## src/rre_pkg.sv

```systemverilog
// Shared types, constants and register codes for the retransmit timeout engine.
package rre_pkg;

    localparam int FRACTION_BITS_DEF = 3;
    localparam int SEQ_W             = 32;
    localparam int MS_W              = 16;
    localparam int RETRY_W           = 4;
    localparam int IN_TDATA_W        = 48;
    localparam int OUT_TDATA_W       = 56;
    localparam int APB_ADDR_W        = 5;
    localparam int APB_DATA_W        = 32;

    localparam logic [SEQ_W-1:0]   SIGNATURE      = 32'hF000_0000;
    localparam logic [SEQ_W-1:0]   FIRST_SEQ      = 32'd240;
    localparam logic [MS_W-1:0]    HALF_SECOND_MS = 16'd500;
    localparam logic [RETRY_W-1:0] RETRY_MAX      = 4'd15;

    localparam logic [MS_W-1:0]    RST_MIN_RTO    = 16'd1000;
    localparam logic [MS_W-1:0]    RST_MAX_RTO    = 16'd8000;
    localparam logic [2:0]         RST_SRTT_SHIFT = 3'd3;
    localparam logic [2:0]         RST_VAR_SHIFT  = 3'd2;
    localparam logic [RETRY_W-1:0] RST_BACKOFF    = 4'd3;
    localparam logic [RETRY_W-1:0] RST_GIVE_UP    = 4'd6;

    typedef enum logic [1:0] {
        OP_SEND    = 2'd0,
        OP_TIMEOUT = 2'd1,
        OP_REPLY   = 2'd2,
        OP_RESTART = 2'd3
    } t_opcode;

    typedef enum logic [2:0] {
        ST_TRANSMIT  = 3'd0,
        ST_GAVE_UP   = 3'd1,
        ST_ACCEPTED  = 3'd2,
        ST_IGNORED   = 3'd3,
        ST_INACTIVE  = 3'd4,
        ST_RESTARTED = 3'd5
    } t_status;

    typedef enum logic [2:0] {
        REG_MIN_RTO    = 3'd0,
        REG_MAX_RTO    = 3'd1,
        REG_SRTT_SHIFT = 3'd2,
        REG_VAR_SHIFT  = 3'd3,
        REG_BACKOFF    = 3'd4,
        REG_GIVE_UP    = 3'd5
    } t_reg_idx;

    typedef struct packed {
        logic [MS_W-1:0]    min_rto;
        logic [MS_W-1:0]    max_rto;
        logic [2:0]         srtt_shift;
        logic [2:0]         var_shift;
        logic [RETRY_W-1:0] backoff_after;
        logic [RETRY_W-1:0] give_up;
    } t_cfg;

    typedef struct packed {
        t_opcode            op;
        logic [SEQ_W-1:0]   seq;
        logic [MS_W-1:0]    rtt_ms;
    } t_event;

    typedef struct packed {
        t_status            status;
        logic [SEQ_W-1:0]   seq;
        logic [MS_W-1:0]    rto_ms;
        logic [RETRY_W-1:0] retry;
    } t_result;

    // Stream tdata layouts, MSB first.
    typedef struct packed {
        logic [MS_W-1:0]    rtt_ms;
        logic [SEQ_W-1:0]   seq;
    } t_in_data;

    typedef struct packed {
        logic [3:0]         pad;
        logic [RETRY_W-1:0] retry;
        logic [MS_W-1:0]    rto_ms;
        logic [SEQ_W-1:0]   seq;
    } t_out_data;

endpackage

```

## src/rudp_retransmit_rto_engine.sv

```systemverilog
// Top level: event stream in, stamped result stream out, APB configuration.
//
// Events enter on the s_ stream: s_tuser carries the opcode (send new,
// timeout, reply, restart), s_tdata the reply sequence word and measured RTT.
// Every accepted event gives exactly one result beat on the m_ stream:
// m_tuser carries the status, m_tdata the sequence word to stamp, the
// current RTO in whole ms and the retry count.
// An event is held in an input register; once the output register is free
// it updates the engine state and its result is captured in the output
// register.
// Throughput is one event per cycle while m_tready is high: the estimator update
// and RTO clamp are a single shift-add-compare pass between the two registers.
// When m_tready is low the result holds and one more event waits in the
// input register; s_tready drops only while both registers are full.
// Reset clears both stream registers, loads the default limits and gains
// into the APB registers and puts the engine in its restart state
// (active, sequence 240, RTO at the minimum, variance at 500 ms).
// Write configuration only while no event is in flight.
module rudp_retransmit_rto_engine
    import rre_pkg::*;
#(
    parameter int FRACTION_BITS = FRACTION_BITS_DEF
) (
    input  logic                   i_clk,
    input  logic                   i_rst_n,
    input  logic                   s_tvalid,
    output logic                   s_tready,
    input  logic [IN_TDATA_W-1:0]  s_tdata,   // reply_sequence[31:0], measured_rtt_ms[47:32]
    input  logic [1:0]             s_tuser,   // opcode[1:0]
    output logic                   m_tvalid,
    input  logic                   m_tready,
    output logic [OUT_TDATA_W-1:0] m_tdata,   // sequence_word[31:0], rto_ms[47:32],
                                              // retry_count[51:48], zero[55:52]
    output logic [2:0]             m_tuser,   // status[2:0]
    input  logic                   psel,
    input  logic                   penable,
    input  logic                   pwrite,
    input  logic [APB_ADDR_W-1:0]  paddr,
    input  logic [APB_DATA_W-1:0]  pwdata,
    output logic [APB_DATA_W-1:0]  prdata,
    output logic                   pready
);

    t_cfg      cfg;
    t_in_data  in_data;
    t_out_data out_data;
    t_result   eng_res;
    logic      out_adv;
    logic      fire;

    logic      r_in_valid;
    t_event    r_ev;
    logic      r_out_valid;
    t_result   r_res;

    rre_apb_regs u_regs (
        .i_clk   (i_clk),
        .i_rst_n (i_rst_n),
        .psel    (psel),
        .penable (penable),
        .pwrite  (pwrite),
        .paddr   (paddr),
        .pwdata  (pwdata),
        .prdata  (prdata),
        .pready  (pready),
        .o_cfg   (cfg)
    );

    rre_engine #(
        .FRACTION_BITS(FRACTION_BITS)
    ) u_engine (
        .i_clk   (i_clk),
        .i_rst_n (i_rst_n),
        .i_fire  (fire),
        .i_ev    (r_ev),
        .i_cfg   (cfg),
        .o_res   (eng_res)
    );

    assign out_adv  = !r_out_valid || m_tready;
    assign fire     = r_in_valid && out_adv;
    assign s_tready = !r_in_valid || out_adv;
    assign in_data  = s_tdata;

    always_ff @(posedge i_clk) begin
        if (!i_rst_n) begin
            r_in_valid <= 1'b0;
        end else if (s_tready) begin
            r_in_valid <= s_tvalid;
        end
    end

    always_ff @(posedge i_clk) begin
        if (s_tready && s_tvalid) begin
            r_ev.op     <= t_opcode'(s_tuser);
            r_ev.seq    <= in_data.seq;
            r_ev.rtt_ms <= in_data.rtt_ms;
        end
    end

    // Advance the result register whenever the receiver is free.
    always_ff @(posedge i_clk) begin
        if (!i_rst_n) begin
            r_out_valid <= 1'b0;
        end else if (out_adv) begin
            r_out_valid <= r_in_valid;
        end
    end

    always_ff @(posedge i_clk) begin
        if (fire) begin
            r_res <= eng_res;
        end
    end

    assign out_data.pad    = '0;
    assign out_data.retry  = r_res.retry;
    assign out_data.rto_ms = r_res.rto_ms;
    assign out_data.seq    = r_res.seq;

    assign m_tvalid = r_out_valid;
    assign m_tdata  = out_data;
    assign m_tuser  = r_res.status;

endmodule

```

## src/rre_apb_regs.sv

```systemverilog
// APB register file holding the timeout limits, gains and retry thresholds.
module rre_apb_regs
    import rre_pkg::*;
(
    input  logic                  i_clk,
    input  logic                  i_rst_n,
    input  logic                  psel,
    input  logic                  penable,
    input  logic                  pwrite,
    input  logic [APB_ADDR_W-1:0] paddr,
    input  logic [APB_DATA_W-1:0] pwdata,
    output logic [APB_DATA_W-1:0] prdata,
    output logic                  pready,
    output t_cfg                  o_cfg
);

    t_cfg     r_cfg;
    t_cfg     n_cfg;
    t_reg_idx reg_idx;

    assign reg_idx = t_reg_idx'(paddr[APB_ADDR_W-1:2]);
    assign pready  = 1'b1;
    assign o_cfg   = r_cfg;

    always_comb begin
        n_cfg = r_cfg;
        if (psel && penable && pwrite) begin
            case (reg_idx)
                REG_MIN_RTO:    n_cfg.min_rto       = pwdata[MS_W-1:0];
                REG_MAX_RTO:    n_cfg.max_rto       = pwdata[MS_W-1:0];
                REG_SRTT_SHIFT: n_cfg.srtt_shift    = pwdata[2:0];
                REG_VAR_SHIFT:  n_cfg.var_shift     = pwdata[2:0];
                REG_BACKOFF:    n_cfg.backoff_after = pwdata[RETRY_W-1:0];
                REG_GIVE_UP:    n_cfg.give_up       = pwdata[RETRY_W-1:0];
                default: ;
            endcase
        end
    end

    always_comb begin
        case (reg_idx)
            REG_MIN_RTO:    prdata = APB_DATA_W'(r_cfg.min_rto);
            REG_MAX_RTO:    prdata = APB_DATA_W'(r_cfg.max_rto);
            REG_SRTT_SHIFT: prdata = APB_DATA_W'(r_cfg.srtt_shift);
            REG_VAR_SHIFT:  prdata = APB_DATA_W'(r_cfg.var_shift);
            REG_BACKOFF:    prdata = APB_DATA_W'(r_cfg.backoff_after);
            REG_GIVE_UP:    prdata = APB_DATA_W'(r_cfg.give_up);
            default:        prdata = '0;
        endcase
    end

    always_ff @(posedge i_clk) begin
        if (!i_rst_n) begin
            r_cfg.min_rto       <= RST_MIN_RTO;
            r_cfg.max_rto       <= RST_MAX_RTO;
            r_cfg.srtt_shift    <= RST_SRTT_SHIFT;
            r_cfg.var_shift     <= RST_VAR_SHIFT;
            r_cfg.backoff_after <= RST_BACKOFF;
            r_cfg.give_up       <= RST_GIVE_UP;
        end else begin
            r_cfg <= n_cfg;
        end
    end

endmodule

```

## src/rre_estimator.sv

```systemverilog
// Jacobson RTT estimator update and RTO clamping, shift-and-add only.
module rre_estimator
    import rre_pkg::*;
#(
    parameter int FRACTION_BITS = FRACTION_BITS_DEF
) (
    input  t_cfg                        i_cfg,
    input  logic [MS_W+FRACTION_BITS-1:0] i_srtt,
    input  logic [MS_W+FRACTION_BITS-1:0] i_var,
    input  logic [MS_W+FRACTION_BITS-1:0] i_rto,
    input  logic [MS_W-1:0]             i_rtt_ms,
    output logic [MS_W+FRACTION_BITS-1:0] o_srtt,
    output logic [MS_W+FRACTION_BITS-1:0] o_var,
    output logic [MS_W+FRACTION_BITS-1:0] o_rto_est,
    output logic [MS_W+FRACTION_BITS-1:0] o_rto_dbl
);

    localparam int W  = MS_W + FRACTION_BITS;
    localparam int SW = W + 3;

    logic [W-1:0]  rtt_fx;
    logic          neg;
    logic [W-1:0]  mag;
    logic [W-1:0]  step;
    logic [W-1:0]  var_up;
    logic [W-1:0]  var_dn;
    logic [SW-1:0] sum;
    logic [SW-1:0] dbl;
    logic [SW-1:0] lo;
    logic [SW-1:0] hi;
    logic [SW-1:0] est_c;
    logic [SW-1:0] dbl_c;

    // Below min wins over above max.
    function automatic logic [SW-1:0] clamp_fx(input logic [SW-1:0] v,
                                                input logic [SW-1:0] l,
                                                input logic [SW-1:0] h);
        logic [SW-1:0] r;
        if (v < l) begin
            r = l;
        end else if (v > h) begin
            r = h;
        end else begin
            r = v;
        end
        return r;
    endfunction

    assign rtt_fx = W'(i_rtt_ms) << FRACTION_BITS;
    assign neg    = rtt_fx < i_srtt;
    assign mag    = neg ? (i_srtt - rtt_fx) : (rtt_fx - i_srtt);
    assign step   = mag >> i_cfg.srtt_shift;
    assign o_srtt = neg ? (i_srtt - step) : (i_srtt + step);

    // Decay toward the deviation magnitude; shift the magnitude, not the signed value.
    assign var_up = i_var + ((mag - i_var) >> i_cfg.var_shift);
    assign var_dn = i_var - ((i_var - mag) >> i_cfg.var_shift);
    assign o_var  = (mag >= i_var) ? var_up : var_dn;

    assign lo  = SW'(i_cfg.min_rto) << FRACTION_BITS;
    assign hi  = SW'(i_cfg.max_rto) << FRACTION_BITS;
    assign sum = SW'(o_srtt) + (SW'(o_var) << 2);
    assign dbl = SW'(i_rto) << 1;

    assign est_c     = clamp_fx(sum, lo, hi);
    assign dbl_c     = clamp_fx(dbl, lo, hi);
    assign o_rto_est = est_c[W-1:0];
    assign o_rto_dbl = dbl_c[W-1:0];

endmodule

```

## src/rre_engine.sv

```systemverilog
// Retransmit state: sequence numbering, retry accounting, backoff and estimator state.
module rre_engine
    import rre_pkg::*;
#(
    parameter int FRACTION_BITS = FRACTION_BITS_DEF
) (
    input  logic    i_clk,
    input  logic    i_rst_n,
    input  logic    i_fire,
    input  t_event  i_ev,
    input  t_cfg    i_cfg,
    output t_result o_res
);

    localparam int W = MS_W + FRACTION_BITS;

    logic               r_active,  n_active;
    logic               r_peer,    n_peer;
    logic               r_backoff, n_backoff;
    logic               r_await,   n_await;
    logic [SEQ_W-1:0]   r_next,    n_next;
    logic [SEQ_W-1:0]   r_pending, n_pending;
    logic [RETRY_W-1:0] r_retries, n_retries;
    logic [W-1:0]       r_srtt,    n_srtt;
    logic [W-1:0]       r_var,     n_var;
    logic [W-1:0]       r_rto,     n_rto;

    logic [W-1:0]       est_srtt;
    logic [W-1:0]       est_var;
    logic [W-1:0]       est_rto;
    logic [W-1:0]       dbl_rto;
    logic [RETRY_W-1:0] ret_chk;
    logic               chk_bo;
    logic               chk_give;
    t_status            status;

    rre_estimator #(
        .FRACTION_BITS(FRACTION_BITS)
    ) u_est (
        .i_cfg     (i_cfg),
        .i_srtt    (r_srtt),
        .i_var     (r_var),
        .i_rto     (r_rto),
        .i_rtt_ms  (i_ev.rtt_ms),
        .o_srtt    (est_srtt),
        .o_var     (est_var),
        .o_rto_est (est_rto),
        .o_rto_dbl (dbl_rto)
    );

    // Timeouts count the retry first, saturating, then run the checks.
    assign ret_chk  = (i_ev.op == OP_TIMEOUT && r_retries != RETRY_MAX) ?
                      r_retries + 1'b1 : r_retries;
    assign chk_bo   = ret_chk >= i_cfg.backoff_after;
    assign chk_give = (chk_bo && !r_peer) || (ret_chk >= i_cfg.give_up);

    always_comb begin
        n_active  = r_active;
        n_peer    = r_peer;
        n_backoff = r_backoff;
        n_await   = r_await;
        n_next    = r_next;
        n_pending = r_pending;
        n_retries = r_retries;
        n_srtt    = r_srtt;
        n_var     = r_var;
        n_rto     = r_rto;
        status    = ST_INACTIVE;
        if (i_ev.op == OP_RESTART) begin
            n_active  = 1'b1;
            n_peer    = 1'b0;
            n_backoff = 1'b0;
            n_await   = 1'b0;
            n_next    = FIRST_SEQ;
            n_pending = '0;
            n_retries = '0;
            n_srtt    = '0;
            n_var     = W'(HALF_SECOND_MS) << FRACTION_BITS;
            n_rto     = W'(i_cfg.min_rto) << FRACTION_BITS;
            status    = ST_RESTARTED;
        end else if (r_active) begin
            case (i_ev.op)
                OP_SEND, OP_TIMEOUT: begin
                    if (i_ev.op == OP_SEND || r_await) begin
                        if (i_ev.op == OP_SEND) begin
                            n_pending = r_next | SIGNATURE;
                            n_next    = r_next + 1'b1;
                        end else if (r_backoff) begin
                            n_rto = dbl_rto;
                        end
                        n_retries = ret_chk;
                        n_await   = 1'b1;
                        if (chk_bo && r_peer) begin
                            n_backoff = 1'b1;
                        end
                        if (chk_give) begin
                            n_active = 1'b0;
                            n_await  = 1'b0;
                            status   = ST_GAVE_UP;
                        end else begin
                            status = ST_TRANSMIT;
                        end
                    end
                end
                OP_REPLY: begin
                    if (r_await && i_ev.seq == r_pending) begin
                        n_srtt    = est_srtt;
                        n_var     = est_var;
                        n_rto     = est_rto;
                        n_peer    = 1'b1;
                        n_retries = '0;
                        n_await   = 1'b0;
                        status    = ST_ACCEPTED;
                    end else begin
                        status = ST_IGNORED;
                    end
                end
                default: status = ST_INACTIVE;
            endcase
        end
    end

    assign o_res.status = status;
    assign o_res.seq    = n_pending;
    assign o_res.rto_ms = n_rto[W-1:FRACTION_BITS];
    assign o_res.retry  = n_retries;

    always_ff @(posedge i_clk) begin
        if (!i_rst_n) begin
            r_active  <= 1'b1;
            r_peer    <= 1'b0;
            r_backoff <= 1'b0;
            r_await   <= 1'b0;
            r_next    <= FIRST_SEQ;
            r_pending <= '0;
            r_retries <= '0;
            r_srtt    <= '0;
            r_var     <= W'(HALF_SECOND_MS) << FRACTION_BITS;
            r_rto     <= W'(RST_MIN_RTO) << FRACTION_BITS;
        end else if (i_fire) begin
            r_active  <= n_active;
            r_peer    <= n_peer;
            r_backoff <= n_backoff;
            r_await   <= n_await;
            r_next    <= n_next;
            r_pending <= n_pending;
            r_retries <= n_retries;
            r_srtt    <= n_srtt;
            r_var     <= n_var;
            r_rto     <= n_rto;
        end
    end

endmodule

```

## config.mk

```make
export PLATFORM = sky130hd
export DESIGN_NAME = rudp_retransmit_rto_engine
export DESIGN_NICKNAME = d
export VERILOG_FILES = /design/src/rre_pkg.sv /design/src/rudp_retransmit_rto_engine.sv /design/src/rre_apb_regs.sv /design/src/rre_estimator.sv /design/src/rre_engine.sv
export SDC_FILE = /design/constraint.sdc
export NUM_CORES = 1
export LEC_CHECK = 0
export ABC_AREA = 1
export BUFFER_PORTS_ARGS = -buffer_cell sky130_fd_sc_hd__buf_2
export CORE_ASPECT_RATIO = 0.9
export CORE_MARGIN = 2
export CORE_UTILIZATION = 30
export DETAILED_ROUTE_END_ITERATION = 12
export SETUP_SLACK_MARGIN = 0.15
export SYNTH_ARGS = -nofsm -noshare
export SYNTH_HDL_FRONTEND = slang
export SYNTH_SLANG_ARGS = --single-unit
```

## constraint.sdc

```tcl
create_clock -name i_clk -period 11.7 [get_ports i_clk]
set_input_delay 0 -clock i_clk [delete_from_list [all_inputs] [get_ports i_clk]]
set_output_delay 0 -clock i_clk [all_outputs]
set_load 0.01 [all_outputs]
```

==> results of run 1 <==
## power by group
group	total, mW	leakage, nW	switching, mW	internal [mW]
clock network	1.15	0.578	0.467	0.683
registers	1.08	2.42	0.0324	1.05
logic	3.73	9.40	2.41	1.31
total	5.96	12.4	2.91	3.04
## per-layer routing
layer	wire (um)	vias to the layer above	global-route usage (%)
li1	-	11600	-
met1	35300	10600	25.1
met2	33700	714	30.1
met3	4910	112	2.95
met4	2150	4	5.58
met5	24	-	0
## area by class of cell
cell class	instances	area share, %
Multi-Input combinational cell	2493	53.4
Sequential cell	278	24.5
Inverter	465	6.50
Timing Repair Buffer	253	6.38
Tap cell	1029	4.77
Clock buffer	47	3.65
Clock inverter	15	0.733
Antenna cell	3	0.0278
## cells in the mapped netlist, types with 44 or more instances
cell type,n,share of area [%]
sky130_fd_sc_hd__a21oi_1,342,7.3
sky130_fd_sc_hd__clkbuf_1,91,1.5
sky130_fd_sc_hd__dfxtp_1,173,15
sky130_fd_sc_hd__edfxtp_1,105,14
sky130_fd_sc_hd__ha_1,200,11
sky130_fd_sc_hd__inv_1,452,7.3
sky130_fd_sc_hd__nand2_1,763,12
sky130_fd_sc_hd__nand3_1,247,5.3
sky130_fd_sc_hd__nand4_1,46,1.2
sky130_fd_sc_hd__nor2_1,145,2.3
sky130_fd_sc_hd__nor3_1,44,0.94
sky130_fd_sc_hd__o21ai_0,234,5.0
sky130_fd_sc_hd__xor2_1,105,3.9
## final timing paths
kind	from	to	slack (ps)	cells after the start
worst max register to register	u_engine.r_srtt[12]	m_tdata[44]	1080	65
worst min register to register	u_engine.r_var[18]	u_engine.r_var[18]	470	2
worst max-delay path	u_engine.r_srtt[12]	m_tdata[44]	1080	65
worst min-delay path	i_rst_n	u_engine.r_var[9]	100	2
## state kept, by name, indices dropped and copies added (netlist names), 3 cells and up
signal,flops
u_engine.r_next,28
u_engine.r_pending,32
u_engine.r_rto,19
u_regs.o_cfg,46
u_engine.r_srtt,19
m_tuser,3
m_tdata,52
u_engine.r_retries,4
u_engine.r_var,19
r_ev,50
## kinds of logic after synthesis
family	after synthesis
AO/OA/AOI/OAI	805
XOR/XNOR	132
adder cells (fa/ha/maj)	206
buffers and inverters	615
flip-flops	278
multiplexers	9
other	2
AND/OR/NAND/NOR	1320
## stage by stage
step / cell area (um^2) / std cells / setup WS (ps) / hold WS, ps
5_1_grt: 27000 / 4582 / 141 / 131
4_1_cts: 26800 / 4573 / 595 / 87.3
3_5_place_dp: 24900 / 4439 / 631 / 178
6_report: 27000 / 4583 / 1080 / 97.6
2_1_floorplan: 23400 / 3386 / 2330 / 98.9
3_3_place_gp: 24900 / 4439 / 762 / 178
## repair_timing
item                                    4_1_cts  5_1_grt
gates resized for setup                       0       26
endpoints found under the setup margin        0       35
buffers inserted                              0        7
endpoints found under the hold margin        98        0
hold buffers                                 72        0
==> metrics.log, run 1 <==
INFO  metric first_pass_grt_wire_length = about 120 mm
INFO  metric power.leakage = 12.4 nW
INFO  metric die_width = a little under 300 um
INFO  metric via_count_of_the_first_global_routing_pass = 21.3k
INFO  metric layout.cells.most_common_list = sky130_fd_sc_hd__nand2_1 (762), sky130_fd_sc_hd__inv_1 (449), sky130_fd_sc_hd__a21oi_1 (341)
INFO  metric post_synth_fa_ha_maj_area_fraction = 11.3%
INFO  metric worstSetupEndpointType = register
INFO  metric crit_fanout = 13
INFO  metric synth-compound-area-share = about a fifth
INFO  metric grtUsageTotal = 18.4%
INFO  metric path_buf_inv = 11
INFO  metric finalWeightedCongestion = 0.918
INFO  metric setup.worst_path.class = reg -> reg
INFO  metric drt_pass1_iterations = 7
INFO  metric synth_seq_cells = 278
INFO  metric synth-main-ff-cell = sky130_fd_sc_hd__dfxtp_1
INFO  metric start_kind = register
INFO  metric htreeDepth = 2
INFO  metric crit_path_most_repeated_cell = sky130_fd_sc_hd__nand2_1
INFO  metric layout-drive-gt1-share = a little under 10%
INFO  metric globalRouteOverflowTotal = 0
INFO  metric synthesis.yosys.warnings = 0
INFO  metric clkSinkCount = 278
INFO  metric slew-limit-headroom = 28.8%
INFO  metric placed_wire_length_estimate = 57.8 mm
INFO  metric multi_input_comb_area = between 10000 and 15000 um^2
INFO  metric antenna_found_initial = 5
INFO  metric post-route-min-period = 10620 ps
INFO  metric synthSimpleGateAreaFrac = 24.5%
INFO  metric wl = 76.1 mm
INFO  metric die_area = about 80000 um^2
INFO  metric finalSetupViolations = 0
INFO  metric final_net_count = 3826
INFO  metric timing.fmax = around 0.094 GHz
INFO  metric grt_setup_unrepaired = false
INFO  metric maximum_clock_insertion_buffer_count = 3
INFO  metric power_density = around 220 nW/um^2
INFO  metric timing_hold_violations_final = 0
INFO  metric commonest_non_fill_non_tap_cell_in_the_layout = sky130_fd_sc_hd__nand2_1
INFO  metric clkLatencyLatePin = between 500 and 600 ps
INFO  metric post-route-drc-count = 0
INFO  metric timing.critical_path.required = between 10000 and 15000 ps
INFO  metric synth.mux.area_fraction = 0.386%
INFO  metric synth_top_family_by_area = simple AND/OR/NAND/NOR gates
INFO  metric clk_root_buffer_cell = sky130_fd_sc_hd__clkbuf_16
INFO  metric cell_type_group_with_the_largest_total_delay_on_the_critical_path = simple AND/OR/NAND/NOR gates
INFO  metric finalCoreUtilization = 35.2%
INFO  metric synth.yosys.seq_area_share = 28.4%
INFO  metric layout_worst_path_cycle_share = 90.8%
INFO  metric cts_tree = yes
INFO  metric clk_transition_reported_paths = 60 ps
INFO  metric async_reset_ff_share = 0%
INFO  metric synthToLayoutAreaGrowth = 15.7%
INFO  metric filler_cell_count = 8346
INFO  metric place.port_buffers = about 150
INFO  metric worst_path_largest_cell_delay = a little over 500 ps
INFO  metric ir_drop = 0.329 mV
INFO  metric top_level_ports = 188
INFO  metric area_of_the_mapped_netlist = 23300 um^2
INFO  metric synthDistinctLibCells = 68
INFO  metric max_cap_violations = 0
INFO  metric final.setup.tns = 0 ps
INFO  metric worstMarginPinSlew = 1060 ps
INFO  metric avgViaCountPerCell = 5.02
INFO  metric detail_route.iter0.violations = between 1.5k and 2k
INFO  metric synth_edf_count = 105
INFO  metric grt_start_max_net_pins = 61
INFO  metric post_synth_xor_area_fraction = 4.96%
INFO  metric skew = 39.1 ps
INFO  metric core_area = 76600 um^2
INFO  metric postRouteAntennaNets = 0
INFO  metric die_y = 268 um
INFO  metric cell_count_after_synthesis = 3367
INFO  metric arrival_time_of_data_at_the_critical_path_endpoint = 10940 ps
INFO  metric drt-wirelength-per-cell = 16.6 um
INFO  metric run_status = finished, final reports clean
INFO  metric timing.hold.worst.class = in -> reg
INFO  metric fin_total_pwr = ~6.0 mW
INFO  metric final-seq-area = 6620 um^2
INFO  metric syn_area_per_cell = a little under 7 um^2
INFO  metric num_rows = 96
INFO  metric start_util = 30.4%
INFO  metric cts_made_buffers = 35
INFO  metric worst_path_max_delay_cell = sky130_fd_sc_hd__dfxtp_1
INFO  metric slew_viol_final = 0
INFO  metric routed-via-count = 23.0k
(Power assumes the default switching activity.)
==> run 2: changes to the inputs <==
REMOVE_ABC_BUFFERS = 1   (was default)
==> metrics.log, run 2 (same netlist as run 1, synthesis figures left out) <==
INFO  metric post-route-drc-count = 0 (unchanged)
INFO  metric layout_worst_path_cycle_share = 90.4% (-0.45 points)
INFO  metric die_width = 298 um (unchanged)
INFO  metric start_kind = register
INFO  metric critical_path_depth = 66 (+1.5%)
INFO  metric fin_total_pwr = 5.80 mW (-2.6%)
INFO  metric worst_path_largest_cell_delay = 470 ps (-40 ps)
INFO  metric timing.hold.worst.class = in -> reg
INFO  metric placed_wire_length_estimate = 58.1 mm (+0.62%)
INFO  metric filler_cell_count = 8292 (-0.65%)
INFO  metric met3WireLength = 5.28 mm (+7.5%)
INFO  metric die_area = 80000 um^2 (unchanged)
INFO  metric num_rows = 96 (unchanged)
INFO  metric drt_pass1_iterations = 6 (-1)
INFO  metric final-instance-count-excl-fill = 4585 (+0.044%)
INFO  metric worstSetupEndpoint = u_engine.r_rto[18]
INFO  metric grt_start_max_net_pins = 68 (+11%)
INFO  metric dr_wl_met2 = 33.6 mm (-0.11%)
INFO  metric layout.cells.most_common_list = sky130_fd_sc_hd__nand2_1 (761), sky130_fd_sc_hd__inv_1 (450), sky130_fd_sc_hd__a21oi_1 (339)
INFO  metric cts_made_buffers = 35 (unchanged)
INFO  metric worst_path_max_delay_cell = sky130_fd_sc_hd__dfxtp_1
INFO  metric finalSetupViolations = 0 (unchanged)
INFO  metric r2r_start = u_engine.r_srtt[8]
INFO  metric start_util = 30.4% (unchanged)
INFO  metric worstSetupEndpointType = register
INFO  metric ir_drop = 0.225 mV (-31%)
INFO  metric grtUsageTotal = 18.6% (+0.14 points)
INFO  metric final.hold.worst_slack = 133 ps (+35.8 ps)
INFO  metric top_level_ports = 188 (unchanged)
INFO  metric power_density = 215 nW/um^2 (-2.6%)
INFO  metric largest_reg_flops = 52 (unchanged)
INFO  metric critical_path.reg2reg.endpoint = u_engine.r_rto[18]
INFO  metric worst_r2r_path_depth = 66 (+1.5%)
INFO  metric die_y = 268 um (unchanged)
INFO  metric final_net_count = 3829 (+0.078%)
INFO  metric detail_route.iter0.violations = 2093 (+8.7%)
INFO  metric wl_met1 = 35.1 mm (-0.72%)
INFO  metric synthToLayoutAreaGrowth = 15.7% (unchanged)
INFO  metric cell_type_group_with_the_largest_total_delay_on_the_critical_path = compound AO/OA/AOI/OAI gates
INFO  metric grt_setup_unrepaired = false
INFO  metric arrival_time_of_data_at_the_critical_path_endpoint = 11060 ps (+120 ps)
INFO  metric reg2reg_setup_slack = 1130 ps (+50 ps)
INFO  metric core_area = 76600 um^2 (unchanged)
INFO  metric wl = 76.6 mm (+0.62%)
INFO  metric post-route-min-period = 10570 ps (-52.6 ps)
INFO  metric timing.fmax = 0.0946 GHz (+0.50%)
INFO  metric routed.top_layer = met5
INFO  metric run_status = finished, final reports clean
INFO  metric path_buf_inv = 5 (-6)
INFO  metric origin_of_the_worst_setup_path = u_engine.r_srtt[8]
INFO  metric layout-drive-gt1-share = 9.93% (+0.21 points)
INFO  metric skew = 24.7 ps (-14.4 ps)
INFO  metric routed-via-count = 23.2k (+0.65%)
INFO  metric htreeDepth = 2 (unchanged)
INFO  metric worstMarginPinSlew = 1120 ps (+58.2 ps)
INFO  metric timing.critical_path.required = 12190 ps (+170 ps)
INFO  metric clkLatencyLatePin = 560 ps (about the same)
INFO  metric finalWeightedCongestion = 0.922 (+0.52%)
INFO  metric slew-limit-headroom = 25.0% (-3.7 points)
INFO  metric place.port_buffers = 148 (unchanged)
INFO  metric setup.worst_path.class = reg -> reg
INFO  metric clk_transition_reported_paths = 60 ps (about the same)
INFO  metric cts_tree = yes
INFO  metric clk_root_buffer_cell = sky130_fd_sc_hd__clkbuf_16
INFO  metric place_inst = 4445 (+0.14%)
INFO  metric max_cap_violations = 0 (unchanged)
INFO  metric finalCoreUtilization = 35.2% (unchanged)
INFO  metric final.setup.tns = 0 ps (unchanged)
INFO  metric maximum_clock_insertion_buffer_count = 3 (unchanged)
INFO  metric crit_fanout = 16 (+3)
INFO  metric clkSinkCount = 278 (unchanged)
INFO  metric postRouteAntennaNets = 0 (unchanged)
INFO  metric crit_path_most_repeated_cell = sky130_fd_sc_hd__nand2_1
INFO  metric first_pass_grt_wire_length = 119 mm (+0.81%)
INFO  metric via_count_of_the_first_global_routing_pass = 21.6k (+1.7%)
INFO  metric timing_hold_violations_final = 0 (unchanged)
INFO  metric commonest_non_fill_non_tap_cell_in_the_layout = sky130_fd_sc_hd__nand2_1
INFO  metric power.leakage = 12.4 nW (about the same)
INFO  metric slew_viol_final = 0 (unchanged)
INFO  metric drt-wirelength-per-cell = 16.7 um (+0.58%)
INFO  metric antenna_found_initial = 4 (-1)
INFO  metric globalRouteOverflowTotal = 0 (unchanged)
INFO  metric avgViaCountPerCell = 5.05 (+0.60%)
## run 2: cell types whose count changed in the layout (fill, tap and decap cells not counted), moves of 3 or more
cell,before,now
sky130_fd_sc_hd__ha_4,0,3
sky130_fd_sc_hd__clkinv_1,5,8
sky130_fd_sc_hd__bufinv_16,4,1
sky130_fd_sc_hd__ha_1,195,191
sky130_fd_sc_hd__clkbuf_1,8,2
sky130_fd_sc_hd__clkinv_2,6,9
## run 2: layout make-up
type                       instances  area, um^2  share of cell area, %
sequential                       278        6620                   24.5
timing repair buffer             256        1740                   6.45
clock inverter                    22         184                  0.682
antenna                            1        2.50                0.00928
tap                             1029        1290                   4.77
inverter                         465        1750                   6.49
multi-input combinational       2493       14400                   53.5
clock buffer                      41         961                   3.56
## run 2: worst min path at each step
stage,depth (start not counted),end,slack (ps),start
after detailed placement,1,r_ev[22],180,s_tdata[6]
after global routing,2,r_ev[30],130,s_tdata[14]
after global placement,1,r_ev[25],180,s_tdata[9]
after floorplan,1,u_engine.r_var[5],70,i_rst_n
after CTS,2,u_engine.r_var[7],90,i_rst_n
final,2,u_engine.r_var[8],130,i_rst_n
## run 2: through the flow
stage | area (um^2) | worst slack, ps
after floorplan | 22700 | 2070
after global placement | 24900 | 834
after detailed placement | 24900 | 770
after CTS | 26800 | 699
after global routing | 27000 | 130
final | 27000 | 1130
## run 2: routing by layer
| metal | up-vias | track usage (%) |
|---|---|---|
| li1 | 11700 | - |
| met3 | 121 | 3.05 |
| met2 | 760 | 29.8 |
| met5 | - | 0 |
| met4 | 6 | 6.27 |
| met1 | 10600 | 25.4 |
## run 2: report_power, final
part / leakage (nW) / internal [mW] / total (mW) / switching, mW
combinational: 9.41 / 1.26 / 3.63 / 2.37
clock: 0.558 / 0.618 / 1.09 / 0.473
sequential: 2.42 / 1.05 / 1.08 / 0.0333
## run 2: timing repair
action,4_1_cts,5_1_grt
hold endpoints to repair,98,0
hold buffers,74,0
endpoints found under the setup margin,0,35
setup buffers,0,2
gates resized for setup,0,32
